<file path="config.mk">
export PLATFORM = sky130hd
export DESIGN_NAME = button_gesture_classifier_top_flat
export DESIGN_NICKNAME = d
export VERILOG_FILES = /design/src/sv/bgc_pkg.sv /design/src/sv/bgc_if.sv /design/src/sv/button_gesture_classifier_top.sv /design/src/flat_wrapper.sv
export SDC_FILE = /design/constraint.sdc
export NUM_CORES = 1
export LEC_CHECK = 0
export BUFFER_PORTS_ARGS = -buffer_cell sky130_fd_sc_hd__buf_2
export CELL_PAD_IN_SITES_DETAIL_PLACEMENT = 1
export CELL_PAD_IN_SITES_GLOBAL_PLACEMENT = 1
export CORE_MARGIN = 2
export CORE_UTILIZATION = 45
export CTS_BUF_LIST = sky130_fd_sc_hd__clkbuf_8
export DETAILED_ROUTE_END_ITERATION = 6
export PLACE_DENSITY_LB_ADDON = 0.1
export SLEW_MARGIN = 20
export SYNTH_ARGS = -nofsm -noshare
export SYNTH_HDL_FRONTEND = slang
export SYNTH_SLANG_ARGS = --single-unit
</file>
<file path="constraint.sdc">
create_clock -name i_clk -period 9.5 [get_ports i_clk]
set_input_delay 1.9 -clock i_clk [delete_from_list [all_inputs] [get_ports i_clk]]
set_output_delay 1.9 -clock i_clk [all_outputs]
set_load 0.03 [all_outputs]
</file>
<file path="src/sv/bgc_pkg.sv">
// Shared types and constants for the button gesture classifier.
// No dependencies; compile first.
package bgc_pkg;

    localparam int TIME_W    = 32;
    localparam int THR_W     = 16;
    localparam int TICK_W    = 8;
    localparam int CFG_IDX_W = 3;
    localparam int CFG_DAT_W = 16;

    typedef enum logic [2:0] {
        OC_BOUNCE  = 3'd0,
        OC_PENDING = 3'd1,
        OC_STOPPED = 3'd2,
        OC_GESTURE = 3'd3,
        OC_UNDEF   = 3'd4,
        OC_QUIET   = 3'd5
    } t_outcome;

    typedef enum logic [1:0] {
        GS_NONE   = 2'd0,
        GS_SINGLE = 2'd1,
        GS_DOUBLE = 2'd2,
        GS_LONG   = 2'd3
    } t_gesture;

    localparam logic CMD_EDGE     = 1'b0;
    localparam logic CMD_TICK     = 1'b1;
    localparam logic LVL_RELEASED = 1'b0;
    localparam logic LVL_PRESSED  = 1'b1;

    typedef enum logic [CFG_IDX_W-1:0] {
        CFG_DEBOUNCE  = 3'd0,
        CFG_SHORT_MAX = 3'd1,
        CFG_LONG_MIN  = 3'd2,
        CFG_LONG_MAX  = 3'd3,
        CFG_CONFIRM   = 3'd4,
        CFG_SIMPLE    = 3'd5
    } t_cfg_idx;

    localparam logic [THR_W-1:0]  RST_DEBOUNCE  = 16'd100;
    localparam logic [THR_W-1:0]  RST_SHORT_MAX = 16'd1500;
    localparam logic [THR_W-1:0]  RST_LONG_MIN  = 16'd2001;
    localparam logic [THR_W-1:0]  RST_LONG_MAX  = 16'd8000;
    localparam logic [TICK_W-1:0] RST_CONFIRM   = 8'd15;

endpackage

</file>
<file path="src/sv/bgc_if.sv">
// Valid/ready channel interfaces for event beats in and result beats out.
// Depends on bgc_pkg.
interface bgc_in_if import bgc_pkg::*; ();
    logic              valid;
    logic              ready;
    logic              command;
    logic              pin_level;
    logic [TIME_W-1:0] now_ms;

    modport source (output valid, command, pin_level, now_ms, input ready);
    modport sink   (input valid, command, pin_level, now_ms, output ready);
endinterface

interface bgc_out_if import bgc_pkg::*; ();
    logic              valid;
    logic              ready;
    logic [2:0]        outcome;
    logic [1:0]        gesture;
    logic [TIME_W-1:0] hold_ms;

    modport source (output valid, outcome, gesture, hold_ms, input ready);
    modport sink   (input valid, outcome, gesture, hold_ms, output ready);
endinterface

</file>
<file path="src/sv/button_gesture_classifier_top.sv">
// Button gesture classifier: debounce, press timing, single/double/long press.
// A beat passes through the input register, then the result register, before it leaves as a result beat.
// Throughput: one beat per cycle; a held result stalls input only once both stages fill.
// Reset: synchronous active-low i_rst_n clears both stage valids, gesture state and
// timestamps, and loads the configuration registers with their defaults.
// Depends on bgc_pkg and bgc_if.
module button_gesture_classifier_top import bgc_pkg::*; (
    input  logic                 i_clk,
    input  logic                 i_rst_n,
    // configuration write port
    input  logic                 i_cfg_we,
    input  logic [CFG_IDX_W-1:0] i_cfg_idx,
    input  logic [CFG_DAT_W-1:0] i_cfg_data,
    // channels
    bgc_in_if.sink               i_in,
    bgc_out_if.source            o_out
);

    // ---------------- configuration ----------------
    logic [THR_W-1:0]  r_debounce;
    logic [THR_W-1:0]  r_short_max;
    logic [THR_W-1:0]  r_long_min;
    logic [THR_W-1:0]  r_long_max;
    logic [TICK_W-1:0] r_confirm;
    logic              r_simple;

    always_ff @(posedge i_clk) begin
        if (!i_rst_n) begin
            r_debounce  <= RST_DEBOUNCE;
            r_short_max <= RST_SHORT_MAX;
            r_long_min  <= RST_LONG_MIN;
            r_long_max  <= RST_LONG_MAX;
            r_confirm   <= RST_CONFIRM;
            r_simple    <= 1'b0;
        end else if (i_cfg_we) begin
            case (i_cfg_idx)
                CFG_DEBOUNCE:  r_debounce  <= i_cfg_data;
                CFG_SHORT_MAX: r_short_max <= i_cfg_data;
                CFG_LONG_MIN:  r_long_min  <= i_cfg_data;
                CFG_LONG_MAX:  r_long_max  <= i_cfg_data;
                CFG_CONFIRM:   r_confirm   <= i_cfg_data[TICK_W-1:0];
                CFG_SIMPLE:    r_simple    <= i_cfg_data[0];
                default: ;  // unmapped index, write dropped
            endcase
        end
    end

    // ---------------- stage 1: input register ----------------
    logic              r_in_vld;
    logic              r_cmd;
    logic              r_lvl;
    logic [TIME_W-1:0] r_now;
    logic              r_out_vld;
    logic              adv;       // stage 1 beat moves into the result register

    assign adv        = r_in_vld && (!r_out_vld || o_out.ready);
    assign i_in.ready = !r_in_vld || adv;

    always_ff @(posedge i_clk) begin
        if (!i_rst_n) begin
            r_in_vld <= 1'b0;
        end else if (i_in.ready) begin
            r_in_vld <= i_in.valid;
        end
    end

    always_ff @(posedge i_clk) begin
        if (i_in.valid && i_in.ready) begin
            r_cmd <= i_in.command;
            r_lvl <= i_in.pin_level;
            r_now <= i_in.now_ms;
        end
    end

    // ---------------- gesture state ----------------
    logic [TIME_W-1:0] r_rise, n_rise;
    logic [TIME_W-1:0] r_fall, n_fall;
    logic              r_level, n_level;
    logic              r_await, n_await;
    logic              r_armed, n_armed;
    logic [TICK_W-1:0] r_left, n_left;

    logic [TIME_W-1:0] diff_r;
    logic [TIME_W-1:0] diff_f;
    logic [TIME_W-1:0] deb_ext;
    logic              is_bounce;
    logic              is_short;
    logic              is_long;
    logic              released;
    t_outcome          res_oc;
    t_gesture          res_gs;
    logic [TIME_W-1:0] res_hold;

    assign diff_r   = r_now - r_rise;
    assign diff_f   = r_now - r_fall;
    assign deb_ext  = {{(TIME_W-THR_W){1'b0}}, r_debounce};
    assign released = (r_lvl == LVL_RELEASED);

    // bounce: level unchanged, or too close to the last kept rise or fall
    assign is_bounce = (r_lvl == r_level) || (diff_r <= deb_ext) || (diff_f <= deb_ext);
    assign is_short  = diff_r <= {{(TIME_W-THR_W){1'b0}}, r_short_max};
    assign is_long   = ({{(TIME_W-THR_W){1'b0}}, r_long_min} <= diff_r) &&
                       (diff_r <= {{(TIME_W-THR_W){1'b0}}, r_long_max});

    always_comb begin
        n_rise   = r_rise;
        n_fall   = r_fall;
        n_level  = r_level;
        n_await  = r_await;
        n_armed  = r_armed;
        n_left   = r_left;
        res_oc   = OC_QUIET;
        res_gs   = GS_NONE;
        res_hold = '0;

        if (r_cmd == CMD_TICK) begin
            if (r_armed) begin
                if (r_left <= TICK_W'(1)) begin
                    // countdown ran out: confirm the pending single press
                    n_await = 1'b0;
                    n_armed = 1'b0;
                    n_left  = '0;
                    res_oc  = OC_GESTURE;
                    res_gs  = GS_SINGLE;
                end else begin
                    n_left = r_left - TICK_W'(1);
                end
            end
        end else begin
            res_hold = released ? diff_r : '0;
            n_level  = r_lvl;
            if (is_bounce) begin
                res_oc = OC_BOUNCE;
            end else begin
                if (released) n_fall = r_now;
                else          n_rise = r_now;

                if (r_simple) begin
                    // simple mode never touches the pending state
                    if (released && is_short) begin
                        res_oc = OC_GESTURE;
                        res_gs = GS_SINGLE;
                    end else if (released && is_long) begin
                        res_oc = OC_GESTURE;
                        res_gs = GS_LONG;
                    end else begin
                        res_oc = OC_UNDEF;
                    end
                end else if (released && !r_await && is_short) begin
                    n_await = 1'b1;
                    n_armed = 1'b1;
                    n_left  = r_confirm;
                    res_oc  = OC_PENDING;
                end else if (!released && r_await) begin
                    // second press: stop and clear the countdown, keep waiting
                    n_armed = 1'b0;
                    n_left  = '0;
                    res_oc  = OC_STOPPED;
                end else if (released && r_await && is_short) begin
                    n_await = 1'b0;
                    n_armed = 1'b0;
                    n_left  = '0;
                    res_oc  = OC_GESTURE;
                    res_gs  = GS_DOUBLE;
                end else if (released && !r_await && is_long) begin
                    res_oc = OC_GESTURE;
                    res_gs = GS_LONG;
                end else begin
                    n_await = 1'b0;
                    n_armed = 1'b0;
                    n_left  = '0;
                    res_oc  = OC_UNDEF;
                end
            end
        end
    end

    always_ff @(posedge i_clk) begin
        if (!i_rst_n) begin
            r_rise  <= '0;
            r_fall  <= '0;
            r_level <= LVL_RELEASED;
            r_await <= 1'b0;
            r_armed <= 1'b0;
            r_left  <= '0;
        end else if (adv) begin
            r_rise  <= n_rise;
            r_fall  <= n_fall;
            r_level <= n_level;
            r_await <= n_await;
            r_armed <= n_armed;
            r_left  <= n_left;
        end
    end

    // ---------------- stage 2: result register ----------------
    t_outcome          r_oc;
    t_gesture          r_gs;
    logic [TIME_W-1:0] r_hold;

    always_ff @(posedge i_clk) begin
        if (!i_rst_n) begin
            r_out_vld <= 1'b0;
        end else if (adv) begin
            r_out_vld <= 1'b1;
        end else if (o_out.ready) begin
            r_out_vld <= 1'b0;
        end
    end

    always_ff @(posedge i_clk) begin
        if (adv) begin
            r_oc   <= res_oc;
            r_gs   <= res_gs;
            r_hold <= res_hold;
        end
    end

    assign o_out.valid   = r_out_vld;
    assign o_out.outcome = r_oc;
    assign o_out.gesture = r_gs;
    assign o_out.hold_ms = r_hold;

endmodule

</file>
<file path="src/flat_wrapper.sv">
// flat-port wrapper written by rule: the top's interface ports become plain ports
module button_gesture_classifier_top_flat import bgc_pkg::*;
  (i_clk, i_rst_n, i_cfg_we, i_cfg_idx, i_cfg_data, i_in_valid, i_in_command, i_in_pin_level, i_in_now_ms, i_in_ready, o_out_valid, o_out_outcome, o_out_gesture, o_out_hold_ms, o_out_ready);
  bgc_in_if i_in_i ();
  bgc_out_if o_out_i ();
  input  logic i_clk;
  input  logic i_rst_n;
  input  logic i_cfg_we;
  input  logic [CFG_IDX_W-1:0] i_cfg_idx;
  input  logic [CFG_DAT_W-1:0] i_cfg_data;
  input wire logic [$bits(i_in_i.valid)-1:0] i_in_valid;
  input wire logic [$bits(i_in_i.command)-1:0] i_in_command;
  input wire logic [$bits(i_in_i.pin_level)-1:0] i_in_pin_level;
  input wire logic [$bits(i_in_i.now_ms)-1:0] i_in_now_ms;
  output wire logic [$bits(i_in_i.ready)-1:0] i_in_ready;
  output wire logic [$bits(o_out_i.valid)-1:0] o_out_valid;
  output wire logic [$bits(o_out_i.outcome)-1:0] o_out_outcome;
  output wire logic [$bits(o_out_i.gesture)-1:0] o_out_gesture;
  output wire logic [$bits(o_out_i.hold_ms)-1:0] o_out_hold_ms;
  input wire logic [$bits(o_out_i.ready)-1:0] o_out_ready;
  assign i_in_i.valid = i_in_valid;
  assign i_in_i.command = i_in_command;
  assign i_in_i.pin_level = i_in_pin_level;
  assign i_in_i.now_ms = i_in_now_ms;
  assign i_in_ready = i_in_i.ready;
  assign o_out_valid = o_out_i.valid;
  assign o_out_outcome = o_out_i.outcome;
  assign o_out_gesture = o_out_i.gesture;
  assign o_out_hold_ms = o_out_i.hold_ms;
  assign o_out_i.ready = o_out_ready;
  button_gesture_classifier_top u_core (.i_clk(i_clk), .i_rst_n(i_rst_n), .i_cfg_we(i_cfg_we), .i_cfg_idx(i_cfg_idx), .i_cfg_data(i_cfg_data), .i_in(i_in_i), .o_out(o_out_i));
endmodule
</file>
After elaboration in Yosys (flattened, before gate mapping)
Index checks and enable logic that the tools add are counted.

Magnitude comparators: 6. Equality and inequality tests: 13. Muxes and demuxes: 49. Add/subtract/negate cells: 3. Reductions and logical operators: 33. Bitwise logic cells: 3.

Operator list (count): 32-bit by 16-bit less-or-equal comparator with 1-bit output (4); 8-bit two-way mux (9); 32-bit subtractor (2); 3-bit two-way mux (11); 16-bit by 32-bit less-or-equal comparator with 1-bit output (1); 2-bit two-way mux (10); 1-bit two-way mux (19); 2-bit AND reduction (7); 4-bit AND reduction (3); 1-bit logical AND (11); 8-bit by 1-bit less-or-equal comparator with 1-bit output, second input constant (1); 8-bit by 1-bit subtractor with 8-bit output, second input constant (1); 7-bit AND reduction (1); 3-bit by 2-bit equality test with 1-bit output, second input constant (2); 3-bit equality test, second input constant (2); 2-bit != test, second input constant (3); 5-bit by 1-bit != test with 1-bit output, second input constant (1); 5-bit AND reduction (1); 1-bit logical OR (4); 4-bit by 1-bit != test with 1-bit output, second input constant (1); 3-bit by 1-bit equality test with 1-bit output, second input constant (1); 1-bit logical NOT (3); 3-bit logical NOT (1); 3-bit by 1-bit != test with 1-bit output, second input constant (1); 5 further kinds (7).

Logic and storage cells: 127. Input port bits: 58. Register bits after elaboration: 221. Output and inout bits: 39.

Logic depth before layout (Yosys ltp)
Depth in word-level cells: 11. Gate-level depth with buffers: 23. Gate-level depth less buffers: 22.

Worst setup path after synthesis
Ideal clock, no wire load.

Path kind: reg2reg. Start: reg u_core.r_now[0]. End: reg u_core.r_left[2]. Library setup time: 117 ps. Required time: 9383 ps. Setup slack: 4798 ps. Buffers on the path: 0. Data arrival time: 4584 ps. Clock period less this slack: 4702 ps. Cell stages (with the launch flop): 23. Cell sequence: edfxtp_1 -> inv_1 -> ha_1 -> inv_1 -> fa_1 -> a21o_1 -> a221oi_1 -> o21ai_2 -> a21oi_1 -> xor2_1 -> inv_1 -> ha_1 -> and3_1 -> o211ai_1 -> a21oi_1 -> nor2_1 -> mux2_2 -> a22oi_1 -> a32oi_1 -> a41oi_1 -> o211a_1 -> o21ai_1 -> a32o_1.

Longest elaborated chain between the ends: 9. Elaborated cells between the ends (all ways): 22. Classes of those cells: 2 x add/sub; 5 x order compare; 2 x eq/ne; 6 x mux; 7 x reduce/logical.

Ends and longest elaborated chain: start: declaration (line button_gesture_classifier_top.sv:52) `logic [TIME_W-1:0] r_now;`; start signal: assignment (line button_gesture_classifier_top.sv:71) `r_now <= i_in.now_ms;`; 32-bit subtractor * (line button_gesture_classifier_top.sv:94) `assign diff_r = r_now - r_rise;`; via u_core.diff_r[14] (line button_gesture_classifier_top.sv:83) `logic [TIME_W-1:0] diff_r;`; 32-bit by 16-bit less-or-equal comparator with 1-bit output (line button_gesture_classifier_top.sv:101) `assign is_short = diff_r <= {{(TIME_W-THR_W){1'b0}}, r_short_max};`; 1-bit logical AND (line button_gesture_classifier_top.sv:159) `end else if (released && r_await && is_short) begin`; 8-bit two-way mux (line button_gesture_classifier_top.sv:159); 8-bit two-way mux (line button_gesture_classifier_top.sv:154) `end else if (!released && r_await) begin`; 8-bit two-way mux (line button_gesture_classifier_top.sv:149) `end else if (released && !r_await && is_short) begin`; 8-bit two-way mux (line button_gesture_classifier_top.sv:138) `if (r_simple) begin`; 8-bit two-way mux (line button_gesture_classifier_top.sv:132) `if (is_bounce) begin`; 8-bit two-way mux (line button_gesture_classifier_top.sv:116) `if (r_cmd == CMD_TICK) begin`; end signal: assignment (line button_gesture_classifier_top.sv:192) `r_left <= n_left;`; end: declaration (line button_gesture_classifier_top.sv:81) `logic [TICK_W-1:0] r_left, n_left;`.

Mark *: on every way through the listed nets, which the timed path passes. The rest lies on a longest branch. The select of a mux whose other input is x is not followed. A chain may end at the register's enable or synchronous reset.

Final worst setup path
Start: reg u_core.r_now[0]. End: reg u_core.r_left[1].

Same word-level chain as after synthesis.

==> summary by stage <==
Run status
The flow ran to the end, and the final reports show no timing, DRC or antenna violations.

Global route
For this run the aggregate overflow at the end of global routing stands at 0. The number of antenna violations at the first check in global routing is 0. The total track usage is around 28%. The via count of the first global-routing pass is between 10,000 and 15,000. The largest net degree at the start of global routing is 58. The first global-routing pass estimated 77,000 um of wire.

Worst setup path
Counting both buffers and inverters, the worst setup path holds a total of 3. For the worst setup path, the data required time is approximately 10000 ps. The reg-to-reg critical path endpoint is u_core.r_left[1]$_SDFFE_PN0P_. The slowest stage of the critical path is the a221oi_1 cell. The critical path's top delay family is compound AO/OA/AOI/OAI gates. In this run the register-to-register setup slack is approximately 3100 ps. The delay of the slowest cell on the worst path is 570 ps. The setup path with the least slack is of type reg -> reg. The most prevalent standard cell on the critical path is inv_1. The critical path goes through inv_1 -> ha_1 -> inv_1 -> fa_1 -> a21o_1 -> a221oi_1 -> o21ai_2 -> a21oi_1 -> xor2_1 -> inv_1 -> ha_1 -> and3_1 -> nand3_1 -> nor4_1 -> mux2_2 -> a22oi_1 -> a32oi_1 -> a41oi_1 -> o211a_1 -> o21ai_0 -> a21oi_1. STA classifies the critical path startpoint as a flop.

In this run the worst path has a maximum fanout of 8. The count of cells along the worst register-to-register path is 21. The data arrival time of the worst path is about 6800 ps. The kind of capture point of the worst setup path is a flop. The critical register-to-register path startpoint is u_core.r_now[0]$_DFFE_PP_.

Logic synthesis
The post-synthesis cell area is roughly 15,000 um^2. Yosys mapped the design onto 96 distinct sky130hd cell types. The number of flops mapped to enable cells by yosys is between 70 and 80. Counting flops and latches in the post-synthesis netlist gives between 200 and 250. When the netlist entered floorplanning its net count stood at ~2,000. For this run, the number of Yosys warnings is 0. The post-synthesis instance total is 1,801.

Averaged over all synthesized cells, the footprint is around 8.4 um^2. The main flop type after synthesis is dfxtp_1. Summing the sequential cell areas from Yosys gives 34.1% of the chip area. The share of synthesized registers carrying an async set or reset is 0%.

Clocking
The total number of clock tree sinks is around 220. Counting along the longest clock path gives a buffer depth of 3. The depth of the CTS H-tree is 2. The insertion delay of the later-clocked pin in the worst-skew pair is around 610 ps. The number of clock buffers added by TritonCTS is 40. Clock-pin slew was measured on the worst setup and hold paths at 60 ps. After clock tree synthesis, the setup repair step added 0 buffers. The tree is rooted in a clkbuf_8. The number of gates resized after CTS was 0. The number of hold buffers added after CTS was 0.

TritonCTS built the clock tree.

Drt
The total via count in the routed design is ~14,000. The iteration count of the initial detailed-routing pass is 5. The average routed wire per standard cell is 20.7 um. For this run, design rule violations remaining after detail routing come to 0.

The detail route stage leaves a number of antenna-violating nets equal to 0. Dividing the detail-routed via count by the number of cells gives a little under 6. For this block, the routed nets add up to slightly below 50,000 um of wire. The violation count after the first detailed-routing iteration is around 760.

STA
In the post-route analysis, the smallest setup slack over all paths is around 3100 ps. The transition at the pin with the smallest max-transition slack is approximately 1000 ps. The routed design could run at a clock period as short as ~6400 ps.

The number of hold violations in the final report is 0. The final clock period utilization by the worst path is 66.8%. The worst hold margin is 458 ps. After routing, the total negative slack on setup checks comes to 0 ps. The number of endpoints failing setup at the final stage is 0. The worst max-slew margin expressed relative to the limit is between 30% and 40%. The count of pins over their slew limit came to 0.

The fmax is 157 MHz. Setup repair after global routing left no endpoint under its margin. Between clock sinks in the finished design, the worst skew comes to between 30 and 40 ps.

Power and ir drop
The areal power density over the cells is ~150 nW/um^2. In this run the static leakage power is roughly 0.0067 uW. The maximum vdd drop is 0.000157 V.

Min path
The path type of the worst min-delay path is reg -> reg. The worst hold path terminates at u_core.r_short_max[13]$_SDFFE_PN0P_. The start point of the worst min-delay path is u_core.r_short_max[13]$_SDFFE_PN0P_. The count of cells along the worst hold path is 2.

Floorplan
During I/O placement, the number of pins put on the boundary was 97. The die span in y is roughly 190 um. The die extent in x is 187 um. The placeable core region is roughly 33,000 um^2.

The initialized floorplan defines 66 standard-cell rows. The overall die area is about 35,000 um^2. The initial utilization of the core area, before any placement, comes to around 46%.

Finish
The number of standard cells in the final layout excluding fillers is between 2,000 and 2,500. The area growth from synthesis to layout is 10.1%. After routing the design area is between 15,000 and 20,000 um^2. The number of nets in the finished design is between 2,000 and 2,500. Cells with a size suffix above 1 make up between 10% and 20% of the layout.

The number of antenna diodes in the final layout is 0.

Placement
The total of buffers placed on input and output ports is 96. The final RePlAce weighted congestion is 0.931. The post-detailed-placement cell area is 15,800 um^2. In this run, placement finished with an instance count of approximately 2,300.

Prior to clock tree synthesis, the placed netlist has a worst setup slack of approximately 3200 ps. The total half-perimeter wirelength after legalization and detailed placement is approximately 38,000 um.

Run
The tool flagged a number of max-cap violations equal to 0.
[cell families (layout without fill, tap and decap cells)]
| family | after synthesis | in the layout | synth area share, % |
|---|---|---|---|
| buffers and inverters | 225 | 329 | 6.27 |
| and+or+nand+nor | 654 | 654 | 20.3 |
| adders and majority gates | 143 | 143 | 12.0 |
| muxes | 78 | 78 | 5.21 |
| DFF | 221 | 221 | 34.1 |
| AOI/OAI and AO/OA | 439 | 439 | 19.7 |
| xor gates and xnor gates | 41 | 41 | 2.39 |
[worst max-delay path by stage]
| stage | slack (ps) | start | cells past startpoint | end |
|---|---|---|---|---|
| global placement | 3330 | u_core.r_now[0]$_DFFE_PP_ | 21 | u_core.r_left[0]$_SDFFE_PN0P_ |
| global route | 2820 | u_core.r_now[0]$_DFFE_PP_ | 21 | u_core.r_left[4]$_SDFFE_PN0P_ |
| finish | 3150 | u_core.r_now[0]$_DFFE_PP_ | 21 | u_core.r_left[1]$_SDFFE_PN0P_ |
| CTS | 3150 | u_core.r_now[0]$_DFFE_PP_ | 21 | u_core.r_left[1]$_SDFFE_PN0P_ |
| floorplan | 4800 | u_core.r_now[0]$_DFFE_PP_ | 22 | u_core.r_left[2]$_SDFFE_PN0P_ |
| detailed placement | 3170 | u_core.r_now[0]$_DFFE_PP_ | 21 | u_core.r_left[1]$_SDFFE_PN0P_ |
[registers in the layout, indices dropped and copies added, names as in the netlist, 8 cells and up]
name                  cells
u_core.r_rise            32
u_core.r_short_max       16
u_core.r_confirm          8
u_core.r_long_max        16
u_core.r_left             8
u_core.o_out.hold_ms     32
u_core.r_long_min        16
u_core.r_debounce        16
u_core.r_now             32
u_core.r_fall            32
[through the flow]
stage | util [%] | power (uW)
after floorplan | - | 1420
after global placement | 48.3 | 1570
after detailed placement | 48.3 | 1590
after CTS | 50.7 | 2500
after global routing | 50.7 | 2600
final | 50.7 | 2480
[Yosys cell counts (all sizes together) (22+ instances only)]
cell type | number | area share [%]
clkbuf | 44 | 1.1
mux2i | 75 | 5.0
dfxtp | 150 | 20
a21oi | 157 | 5.4
xor2 | 22 | 1.3
nand2 | 327 | 8.2
a21o | 38 | 1.9
nor2 | 95 | 2.4
nand3 | 48 | 1.6
buf | 30 | 1.4
o211ai | 37 | 2.0
ha | 141 | 12
inv | 151 | 3.8
nand4 | 33 | 1.5
nor3 | 37 | 1.3
o21ai | 60 | 2.0
edfxtp | 71 | 14
[placed cells by master, fill, tap and decap left out, types with 17 or more instances in the layout]
cell type / instances
a21o_1: 38
a21oi_1: 153
buf_2: 95
clkbuf_8: 48
dfxtp_1: 150
edfxtp_1: 71
ha_1: 141
inv_1: 167
mux2i_1: 75
nand2_1: 326
nand3_1: 48
nand4_1: 32
nor2_1: 93
nor2b_1: 19
nor3_1: 34
o211ai_1: 35
o21a_1: 17
o21ai_0: 53
xnor2_1: 19
xor2_1: 22
[where the power goes]
| group | total, uW | switching, uW | internal, uW | leakage (uW) |
|---|---|---|---|---|
| registers | 1030 | 22.4 | 1010 | 0.00189 |
| logic | 547 | 360 | 188 | 0.00437 |
| clock network | 907 | 423 | 484 | 0.000466 |
| total | 2480 | 804 | 1680 | 0.00673 |
[layer usage]
metal  vias to the layer above  GRT usage [%]  part of all wire, %
li1                       6577              -                    -
met1                      6724           37.7                   48
met2                       313           45.0                   45
met3                        96           3.30                  3.8
met4                         0           10.7                  3.3
met5                         -              0                    0
[worst reg2reg max path, cell delays in order, from the launching register on]
cell and delay (ps):
edfxtp_1 380, inv_1 100, ha_1 190, inv_1 60, fa_1 410, a21o_1 240, a221oi_1 570, o21ai_2 260
a21oi_1 340, xor2_1 390, inv_1 190, ha_1 330, and3_1 180, nand3_1 140, nor4_1 550, mux2_2 260
a22oi_1 70, a32oi_1 560, a41oi_1 340, o211a_1 340, o21ai_0 250, a21oi_1 90
[final cells by class]
type / instances / area (um^2)
fillers: 3982 / 16100
multi-input cells: 1355 / 8990
flip-flops and latches: 221 / 5130
clock buffers: 48 / 661
inverters: 151 / 567
well taps: 442 / 553
repair buffers: 104 / 543
clock inverters: 26 / 133
(Power assumes the default switching activity.)
